### src/hw/rtl/brms_pkg.sv
// Shared types, constants and decode functions of the banked register file.
// No dependencies.
package brms_pkg;

  localparam int unsigned DataW = 32;

  localparam logic [2:0] OpWrStatus = 3'd0;
  localparam logic [2:0] OpRaise    = 3'd1;
  localparam logic [2:0] OpReturn   = 3'd2;
  localparam logic [2:0] OpRdReg    = 3'd3;
  localparam logic [2:0] OpWrReg    = 3'd4;

  localparam logic [2:0] ExcReserved = 3'd5;
  localparam logic [2:0] BankNone    = 3'd7;
  localparam logic [2:0] BankUsr     = 3'd0;
  localparam logic [2:0] BankFiq     = 3'd1;

  localparam logic [DataW-1:0] ThumbBit   = 32'h20;
  localparam logic [DataW-1:0] ModeBit4   = 32'h10;
  localparam logic [DataW-1:0] ModeClear  = 32'hFFFF_FFF0;
  localparam logic [DataW-1:0] StatusRst  = 32'hD3;
  localparam logic [4:0]       SpsrIndex  = 5'd16;

  // Command from controller to datapath
  typedef struct packed {
    logic          load;     // take one event this cycle
    logic [2:0]    op;
    logic [DataW-1:0] value;
    logic [2:0]    exc_type;
    logic [4:0]    reg_index;
  } brms_cmd_t;

  // Mode nibble to bank number
  function automatic logic [2:0] bank_of_mode(input logic [3:0] m);
    case (m)
      4'd0, 4'd15: bank_of_mode = 3'd0;
      4'd1:        bank_of_mode = 3'd1;
      4'd2:        bank_of_mode = 3'd2;
      4'd3:        bank_of_mode = 3'd3;
      4'd7:        bank_of_mode = 3'd4;
      4'd11:       bank_of_mode = 3'd5;
      default:     bank_of_mode = BankNone;
    endcase
  endfunction

  function automatic logic [3:0] exc_mode(input logic [2:0] t);
    case (t)
      3'd0, 3'd2: exc_mode = 4'd3;
      3'd1:       exc_mode = 4'd11;
      3'd3, 3'd4: exc_mode = 4'd7;
      3'd6:       exc_mode = 4'd2;
      3'd7:       exc_mode = 4'd1;
      default:    exc_mode = 4'd0;
    endcase
  endfunction

  function automatic logic [DataW-1:0] exc_disable(input logic [2:0] t);
    case (t)
      3'd0, 3'd7:       exc_disable = 32'hC0;
      3'd2, 3'd6:       exc_disable = 32'h80;
      default:          exc_disable = 32'h0;
    endcase
  endfunction

endpackage

### src/hw/rtl/brms_ctrl.sv
// Handshake controller: accepts one transaction, holds the result register valid.
// Depends on brms_pkg.
module brms_ctrl import brms_pkg::*; (
  input  logic             clk_i,
  input  logic             rst_ni,
  input  logic             in_valid_i,
  output logic             in_stall_o,
  input  logic [2:0]       opcode_i,
  input  logic [DataW-1:0] value_i,
  input  logic [2:0]       exc_type_i,
  input  logic [4:0]       reg_index_i,
  output logic             out_valid_o,
  input  logic             out_stall_i,
  output brms_cmd_t        cmd_o
);

  localparam logic StEmpty = 1'b0;
  localparam logic StFull  = 1'b1;

  logic state_q, state_d;
  logic take;

  // A new event may enter when the result slot is empty or being drained
  assign in_stall_o = (state_q == StFull) && out_stall_i;
  assign take       = in_valid_i && !in_stall_o;

  always_comb begin
    state_d = state_q;
    case (state_q)
      StEmpty: if (take) state_d = StFull;
      StFull:  if (!out_stall_i && !take) state_d = StEmpty;
      default: state_d = StEmpty;
    endcase
  end

  always_ff @(posedge clk_i or negedge rst_ni) begin
    if (!rst_ni) state_q <= StEmpty;
    else         state_q <= state_d;
  end

  assign out_valid_o     = (state_q == StFull);
  assign cmd_o.load      = take;
  assign cmd_o.op        = opcode_i;
  assign cmd_o.value     = value_i;
  assign cmd_o.exc_type  = exc_type_i;
  assign cmd_o.reg_index = reg_index_i;

  // Held result stays valid while stalled
  a_hold: assert property (@(posedge clk_i) disable iff (!rst_ni)
    out_valid_o && out_stall_i |=> out_valid_o) else $error("result dropped");
  // No accept while a stalled result is held
  a_noacc: assert property (@(posedge clk_i) disable iff (!rst_ni)
    out_valid_o && out_stall_i |-> !cmd_o.load) else $error("overwrite");
  // Accept always yields a valid result next cycle
  a_fill: assert property (@(posedge clk_i) disable iff (!rst_ni)
    cmd_o.load |=> out_valid_o) else $error("result lost");

endmodule

### src/hw/rtl/brms_dp.sv
// Datapath: live registers, banks, status word and result register.
// Depends on brms_pkg.
module brms_dp import brms_pkg::*; (
  input  logic             clk_i,
  input  logic             rst_ni,
  input  brms_cmd_t        cmd_i,
  output logic [DataW-1:0] status_out_o,
  output logic [DataW-1:0] pc_out_o,
  output logic [DataW-1:0] link_out_o,
  output logic [DataW-1:0] saved_status_out_o,
  output logic [DataW-1:0] read_data_o,
  output logic [1:0]       extra_cycles_o,
  output logic             fault_o
);

  logic [DataW-1:0] live_q [16];
  logic [DataW-1:0] live_d [16];
  logic [DataW-1:0] usr_q [5], usr_d [5];
  logic [DataW-1:0] fiq_q [5], fiq_d [5];
  logic [DataW-1:0] sl_q [12], sl_d [12];
  logic [DataW-1:0] sps_q [5], sps_d [5];
  logic [DataW-1:0] lsps_q, lsps_d, stat_q, stat_d;
  logic [DataW-1:0] rd_q, rd_d;
  logic [1:0]       cyc_q, cyc_d;
  logic             flt_q, flt_d;

  logic [2:0]       cur, nb;
  logic             do_swap;
  logic [DataW-1:0] old, sps_sel;

  // Event decode and bank swap
  always_comb begin
    live_d = live_q; usr_d = usr_q; fiq_d = fiq_q; sl_d = sl_q; sps_d = sps_q;
    lsps_d = lsps_q; stat_d = stat_q;
    rd_d = '0; cyc_d = 2'd0; flt_d = 1'b0;
    cur = bank_of_mode(stat_q[3:0]);
    nb = BankNone; do_swap = 1'b0; old = stat_q;
    sps_sel = '0;
    case (cmd_i.op)
      OpWrStatus: begin
        nb = bank_of_mode(cmd_i.value[3:0]);
        if (nb == BankNone) flt_d = 1'b1;
        else begin
          stat_d = cmd_i.value; do_swap = 1'b1;
        end
      end
      OpRaise: begin
        if (cmd_i.exc_type == ExcReserved) flt_d = 1'b1;
        else begin
          nb = bank_of_mode(exc_mode(cmd_i.exc_type)); do_swap = 1'b1;
          old = (stat_q & ~ThumbBit) | exc_disable(cmd_i.exc_type);
          stat_d = (old & ModeClear) | ({28'd0, exc_mode(cmd_i.exc_type)} + ModeBit4);
          cyc_d = 2'd2;
        end
      end
      OpReturn: begin
        nb = bank_of_mode(lsps_q[3:0]);
        if (nb == BankNone) flt_d = 1'b1;
        else begin
          stat_d = lsps_q; do_swap = 1'b1; cyc_d = 2'd2;
        end
      end
      OpRdReg: begin
        if (!cmd_i.reg_index[4]) rd_d = live_q[cmd_i.reg_index[3:0]];
        else if (cmd_i.reg_index == SpsrIndex) rd_d = lsps_q;
      end
      OpWrReg: begin
        if (!cmd_i.reg_index[4]) live_d[cmd_i.reg_index[3:0]] = cmd_i.value;
        else if (cmd_i.reg_index == SpsrIndex && cur != BankUsr) lsps_d = cmd_i.value;
      end
      default: ;
    endcase
    if (do_swap && cur != nb && cur != BankNone) begin
      if (cur == BankFiq) begin
        for (int i = 0; i < 5; i++) begin
          fiq_d[i] = live_q[8+i]; live_d[8+i] = usr_q[i];
        end
      end else if (nb == BankFiq) begin
        for (int i = 0; i < 5; i++) begin
          usr_d[i] = live_q[8+i]; live_d[8+i] = fiq_q[i];
        end
      end
      sl_d[{cur, 1'b0}] = live_q[13];
      sl_d[{cur, 1'b1}] = live_q[14];
      live_d[13] = sl_q[{nb, 1'b0}];
      live_d[14] = sl_q[{nb, 1'b1}];
      if (cur != BankUsr) sps_d[cur - 3'd1] = lsps_q;
      if (nb != BankUsr) sps_sel = sps_q[nb - 3'd1];
      lsps_d = sps_sel;
    end
    if (cmd_i.op == OpRaise && cmd_i.exc_type != ExcReserved) begin
      if (nb != BankUsr) lsps_d = stat_q;
      live_d[14] = cmd_i.value;
      live_d[15] = {27'd0, cmd_i.exc_type, 2'b00};
    end
    if (cmd_i.op == OpReturn && nb != BankNone) live_d[15] = cmd_i.value;
  end

  always_ff @(posedge clk_i or negedge rst_ni) begin
    if (!rst_ni) begin
      for (int i = 0; i < 16; i++) live_q[i] <= '0;
      for (int i = 0; i < 5; i++) begin
        usr_q[i] <= '0; fiq_q[i] <= '0; sps_q[i] <= '0;
      end
      for (int i = 0; i < 12; i++) sl_q[i] <= '0;
      lsps_q <= '0; stat_q <= StatusRst;
    end else if (cmd_i.load) begin
      live_q <= live_d; usr_q <= usr_d; fiq_q <= fiq_d; sl_q <= sl_d; sps_q <= sps_d;
      lsps_q <= lsps_d; stat_q <= stat_d;
    end
  end

  // Result register
  always_ff @(posedge clk_i) begin
    if (cmd_i.load) begin
      rd_q <= rd_d; cyc_q <= cyc_d; flt_q <= flt_d;
    end
  end

  assign status_out_o       = stat_q;
  assign pc_out_o           = live_q[15];
  assign link_out_o         = live_q[14];
  assign saved_status_out_o = lsps_q;
  assign read_data_o        = rd_q;
  assign extra_cycles_o     = cyc_q;
  assign fault_o            = flt_q;

  // Status mode always decodes to a valid bank
  a_mode: assert property (@(posedge clk_i) disable iff (!rst_ni)
    bank_of_mode(stat_q[3:0]) != BankNone) else $error("bad mode");
  // User bank never holds a saved status
  a_usr: assert property (@(posedge clk_i) disable iff (!rst_ni)
    bank_of_mode(stat_q[3:0]) == BankUsr |-> lsps_q == '0) else $error("usr spsr");
  // Fault and extra cycles are exclusive
  a_flt: assert property (@(posedge clk_i) disable iff (!rst_ni)
    cmd_i.load |=> !(flt_q && cyc_q != 2'd0)) else $error("fault with cycles");

endmodule

### src/hw/rtl/banked_register_mode_switch.sv
// Banked register file with processor modes and exception entry.
// Channels: input events on in_valid_i/in_stall_o carrying opcode, value,
// exception type and register index; results on out_valid_o/out_stall_i.
// Each accepted transaction yields one result in the next cycle, holding the
// status word, PC, link, saved status, read data, extra cycles and fault.
// Throughput: one transaction per cycle unless a held result is stalled; all
// bank moves are a single parallel register copy in the datapath.
// While the receiver stalls a held result, input stalls too; the result and
// the architectural state stay unchanged until it is taken.
// Reset zeroes live registers, banks and saved status and sets the status word to
// 0xD3 (supervisor, IRQ and FIQ disabled); no result is pending after reset.
// Depends on brms_pkg, brms_ctrl, brms_dp.
module banked_register_mode_switch import brms_pkg::*; (
  input  logic             clk_i,
  input  logic             rst_ni,
  input  logic             in_valid_i,
  output logic             in_stall_o,
  input  logic [2:0]       opcode_i,
  input  logic [DataW-1:0] value_i,
  input  logic [2:0]       exc_type_i,
  input  logic [4:0]       reg_index_i,
  output logic             out_valid_o,
  input  logic             out_stall_i,
  output logic [DataW-1:0] status_out_o,
  output logic [DataW-1:0] pc_out_o,
  output logic [DataW-1:0] link_out_o,
  output logic [DataW-1:0] saved_status_out_o,
  output logic [DataW-1:0] read_data_o,
  output logic [1:0]       extra_cycles_o,
  output logic             fault_o
);

  brms_cmd_t cmd;

  brms_ctrl u_ctrl (
    .clk_i, .rst_ni, .in_valid_i, .in_stall_o, .opcode_i, .value_i,
    .exc_type_i, .reg_index_i, .out_valid_o, .out_stall_i, .cmd_o(cmd)
  );

  brms_dp u_dp (
    .clk_i, .rst_ni, .cmd_i(cmd), .status_out_o, .pc_out_o, .link_out_o,
    .saved_status_out_o, .read_data_o, .extra_cycles_o, .fault_o
  );

endmodule
### config.mk
export PLATFORM = sky130hd
export DESIGN_NAME = banked_register_mode_switch
export DESIGN_NICKNAME = d
export VERILOG_FILES = /design/src/hw/rtl/brms_pkg.sv /design/src/hw/rtl/brms_ctrl.sv /design/src/hw/rtl/brms_dp.sv /design/src/hw/rtl/banked_register_mode_switch.sv
export SDC_FILE = /design/constraint.sdc
export NUM_CORES = 2
export LEC_CHECK = 0
export BUFFER_PORTS_ARGS = -buffer_cell sky130_fd_sc_hd__buf_2
export CAP_MARGIN = 0
export CELL_PAD_IN_SITES_DETAIL_PLACEMENT = 0
export CELL_PAD_IN_SITES_GLOBAL_PLACEMENT = 1
export CORE_MARGIN = 3
export CORE_UTILIZATION = 47
export CTS_CLUSTER_SIZE = 12
export DETAILED_ROUTE_END_ITERATION = 10
export PLACE_DENSITY = 0.8
export SYNTH_ARGS = -nofsm -noshare
export SYNTH_HDL_FRONTEND = slang
export SYNTH_SLANG_ARGS = --single-unit
### constraint.sdc
create_clock -name clk_i -period 3.6 [get_ports clk_i]
set_input_delay 0.18 -clock clk_i [delete_from_list [all_inputs] [get_ports clk_i]]
set_output_delay 0.18 -clock clk_i [all_outputs]
set_load 0.05 [all_outputs]
==> metrics.cfg <==
[power_and_ir_drop]
power_density_nw_per_um2 = 642.6
ir_worst_vdd_mv = 0.3842
p_leak_nw = 36.50
power.total_mw = 50.27

[route]
vias_per_cell = 6.431
ant_nets = 0
drtIter0Drc = 4958
wl_per_cell_um = 29.23
drc = 0
drt_pass1_iterations = 8
num_vias = 46870
wl_um = 213100

[sta]
finClkSkew_ns = 0.02303
fmaxAchievable_mhz = 293.9
rsz0062_at_grt = no
min_period_over_period_pct = 94.53
tightest_slew_ns = 1.319
hold_violations = 4
finalSetupTns_ns = 0
whs_ns = -0.03280
maxSlewHeadroom_pct = 12.05
report.final.slew_viol_count = 0
min_period_ns = 3.403
setup_viol = 0
fin_ws_ns = 0.1971

[floorplanning]
io-pin-count = 212
die_area_um2 = 152000
rows = 140
die_h_um = 389.9
die_w_um = 389.9
initial_utilization_pct = 47.46
core_um2 = 145900

[synth]
synth.distinct_cells = 68
syn_area_um2 = 69250
synth_top_area_share_pct = 51.89
yosysTopAreaCell = dfrtp_1
synth-edff-count = 34
synth-seq-cells = 1475
async_flop_share_pct = 97.69
synth_cells = 5198
synth_nets = 5253
synth.avg_cell_area_um2 = 13.32
synth_ff_type = dfrtp_1
ys_warn_count = 0
synth_seq_area_share_pct = 53.55
synth_area_leaders = dfrtp_1 52%, mux2_2 20%, mux4_2 6.2%

[min_path]
hold_path_class = in -> async

[global_route]
globalRouteOverflowTotal = 0
antenna_found_initial = 6
grt_start_max_net_pins = 117
grt_pass1_vias = 47440
grt_pass1_wl_um = 318300
track_usage_pct = 27.89

[cts]
cts-root-buf = clkbuf_16
cts_sinks = 1475
cts_inserted_buffers = 153
clkTransAtPathRegs_ns = 0.06
insertion_delay_ns = 0.79
cts_tree = done
clockBufferDepth = 3
cts_htree_levels = 4

[placed_design]
hpwl_um = 133200
pre_cts_ws_ns = 0.1529
portBuffers = 210
dp.cells = 6993
gp_congestion = 0.8697

[setup_path]
critPathBufInv = 6
cp_top_family = buffers and inverters
r2r_cells = 14
crit_arrival_ns = 4.07
crit_type = reg -> reg
end_kind = register
worstPathCellList = or2_2 -> nor2_1 -> a31oi_1 -> buf_4 -> inv_1 -> a21o_1 -> nand3_1 -> buf_4 -> a211oi_4 -> buf_12 -> buf_12 -> nor2_1 -> buf_4 -> a221o_1
r2r_end = u_dp.live_q[120]
startpoint = u_dp.status_out_o[2]
reg2reg_from = u_dp.status_out_o[2]
start_kind = register
reg2reg_setup_slack_ns = 0.20
crit_path_max_fanout = 19
cp_slowest_cell = dfrtp_2
critical_path.most_common_cell = buf_4
max_stage_delay_ns = 0.44
required_ns = 4.26

[cells_and_area]
nNetsFinal = 5317
stdcell_count = 7288
fillers = 11859
area_delta_synth_final_pct = 12.96
drive_gt1_share_pct = 43.79

[outcome]
status = finished, violations left
violations = hold timing

[job]
maxCapViolCount = 0

area by class of cell:
cell class / count / area (um2) / share of cell area, %
Antenna cell: 7 / 17.52 / 0.02239
Timing Repair Buffer: 474 / 4030 / 5.152
Multi-Input combinational cell: 3145 / 29930 / 38.25
Clock inverter: 27 / 286.5 / 0.3663
Clock buffer: 230 / 4423 / 5.654
Sequential cell: 1475 / 37090 / 47.42
Inverter: 13 / 53.80 / 0.06878
Tap cell: 1917 / 2399 / 3.066
Yosys cell counts (all sizes together) (4+ instances only):
cell,instances
nand4,5
nand2b,5
o41ai,27
dfrtp,1436
a22oi,105
nor3,11
o2bb2ai,17
o21ai,50
o221a,116
dfstp,5
clkbuf,364
a31o,27
a21oi,103
nor4,4
ha,8
a21boi,33
mux4,191
a222oi,48
mux2i,50
edfxtp,34
a2bb2oi,29
o32a,16
xnor2,5
or3,4
a211oi,39
nor2b,6
mux2,1296
and3,34
buf,201
and2,19
nand3,192
o22ai,54
nand2,367
a221o,61
a21o,4
nor2,179
nor3b,4
a211o,4
a221oi,6
inv,11
per-stage QoR:
stage          instance area, um2  utilization (%)
6_report                    78230            53.61
5_1_grt                     78210            53.60
4_1_cts                     78200            53.59
3_5_place_dp                73180            50.15
3_3_place_gp                73180            50.15
2_1_floorplan               69270                -
flip-flops by register name, summed over array words and instances, names as in the netlist:
name                     flops
u_dp.fault_o                 1
u_dp.sl_q                  384
u_dp.extra_cycles_o          1
u_dp.pc_out_o               32
u_dp.read_data_o            32
u_ctrl.out_valid_o           1
u_dp.fiq_q                 160
u_dp.status_out_o           32
u_dp.sps_q                 160
u_dp.link_out_o             32
u_dp.live_q                448
u_dp.saved_status_out_o     32
u_dp.usr_q                 160
power breakdown:
part	total (mW)	internal (mW)	switching, mW	leakage, nW
Combinational	11.8	5.12	6.71	14.3
Clock	15.3	8.73	6.56	2.31
Sequential	23.1	19.8	3.29	19.8
kinds of logic (layout without fill, tap and decap cells):
family,after synthesis,after routing,synth area share (%)
AOI/OAI and AO/OA,749,749,8.786
adders and majority gates,8,8,0.1445
muxes,1537,1537,28.33
and+or+nand+nor,844,844,5.348
other,1,8,0.005415
buffers and inverters,578,744,3.751
xor gates and xnor gates,6,6,0.07588
DFF,1475,1475,53.55
cells in the final DEF, fill, tap and decap left out, drive strengths merged, types with 54 or more instances in the layout:
| master | count |
|---|---|
| nand2 | 367 |
| a21oi | 103 |
| dfrtp | 1436 |
| nor2 | 179 |
| nand3 | 192 |
| clkbuf | 230 |
| o221a | 116 |
| a221o | 61 |
| mux2 | 1296 |
| o22ai | 54 |
| a22oi | 105 |
| mux4 | 191 |
| buf | 443 |
worst max path at each step:
| stage | endpoint | slack (ns) | cells after the start |
|---|---|---|---|
| 3_5_place_dp | u_dp.link_out_o[30] | 0.15 | 9 |
| 3_3_place_gp | u_dp.live_q[184] | 0.23 | 11 |
| 5_1_grt | u_dp.live_q[121] | 0.03 | 14 |
| 6_report | u_dp.live_q[120] | 0.20 | 14 |
| 4_1_cts | u_dp.live_q[167] | 0.23 | 12 |
| 2_1_floorplan | u_dp.saved_status_out_o[10] | -0.06 | 12 |
per-layer routing:
layer | global-route usage, % | wire [um] | up-vias
met4 | 14.20 | 11210 | 4
li1 | - | - | 19455
met3 | 5.302 | 15560 | 457
met1 | 37.34 | 86860 | 24984
met2 | 43.62 | 99390 | 1970
met5 | 0 | 27 | -
timing repair:
| item | 4_1_cts | 5_1_grt |
|---|---|---|
| hold buffers | 31 | 0 |
| hold endpoints to repair | 818 | 0 |
| setup buffers | 0 | 0 |
| resized for setup | 0 | 2 |
| endpoints found under the setup margin | 0 | 22 |
Power figures use the tool's default switching activity.
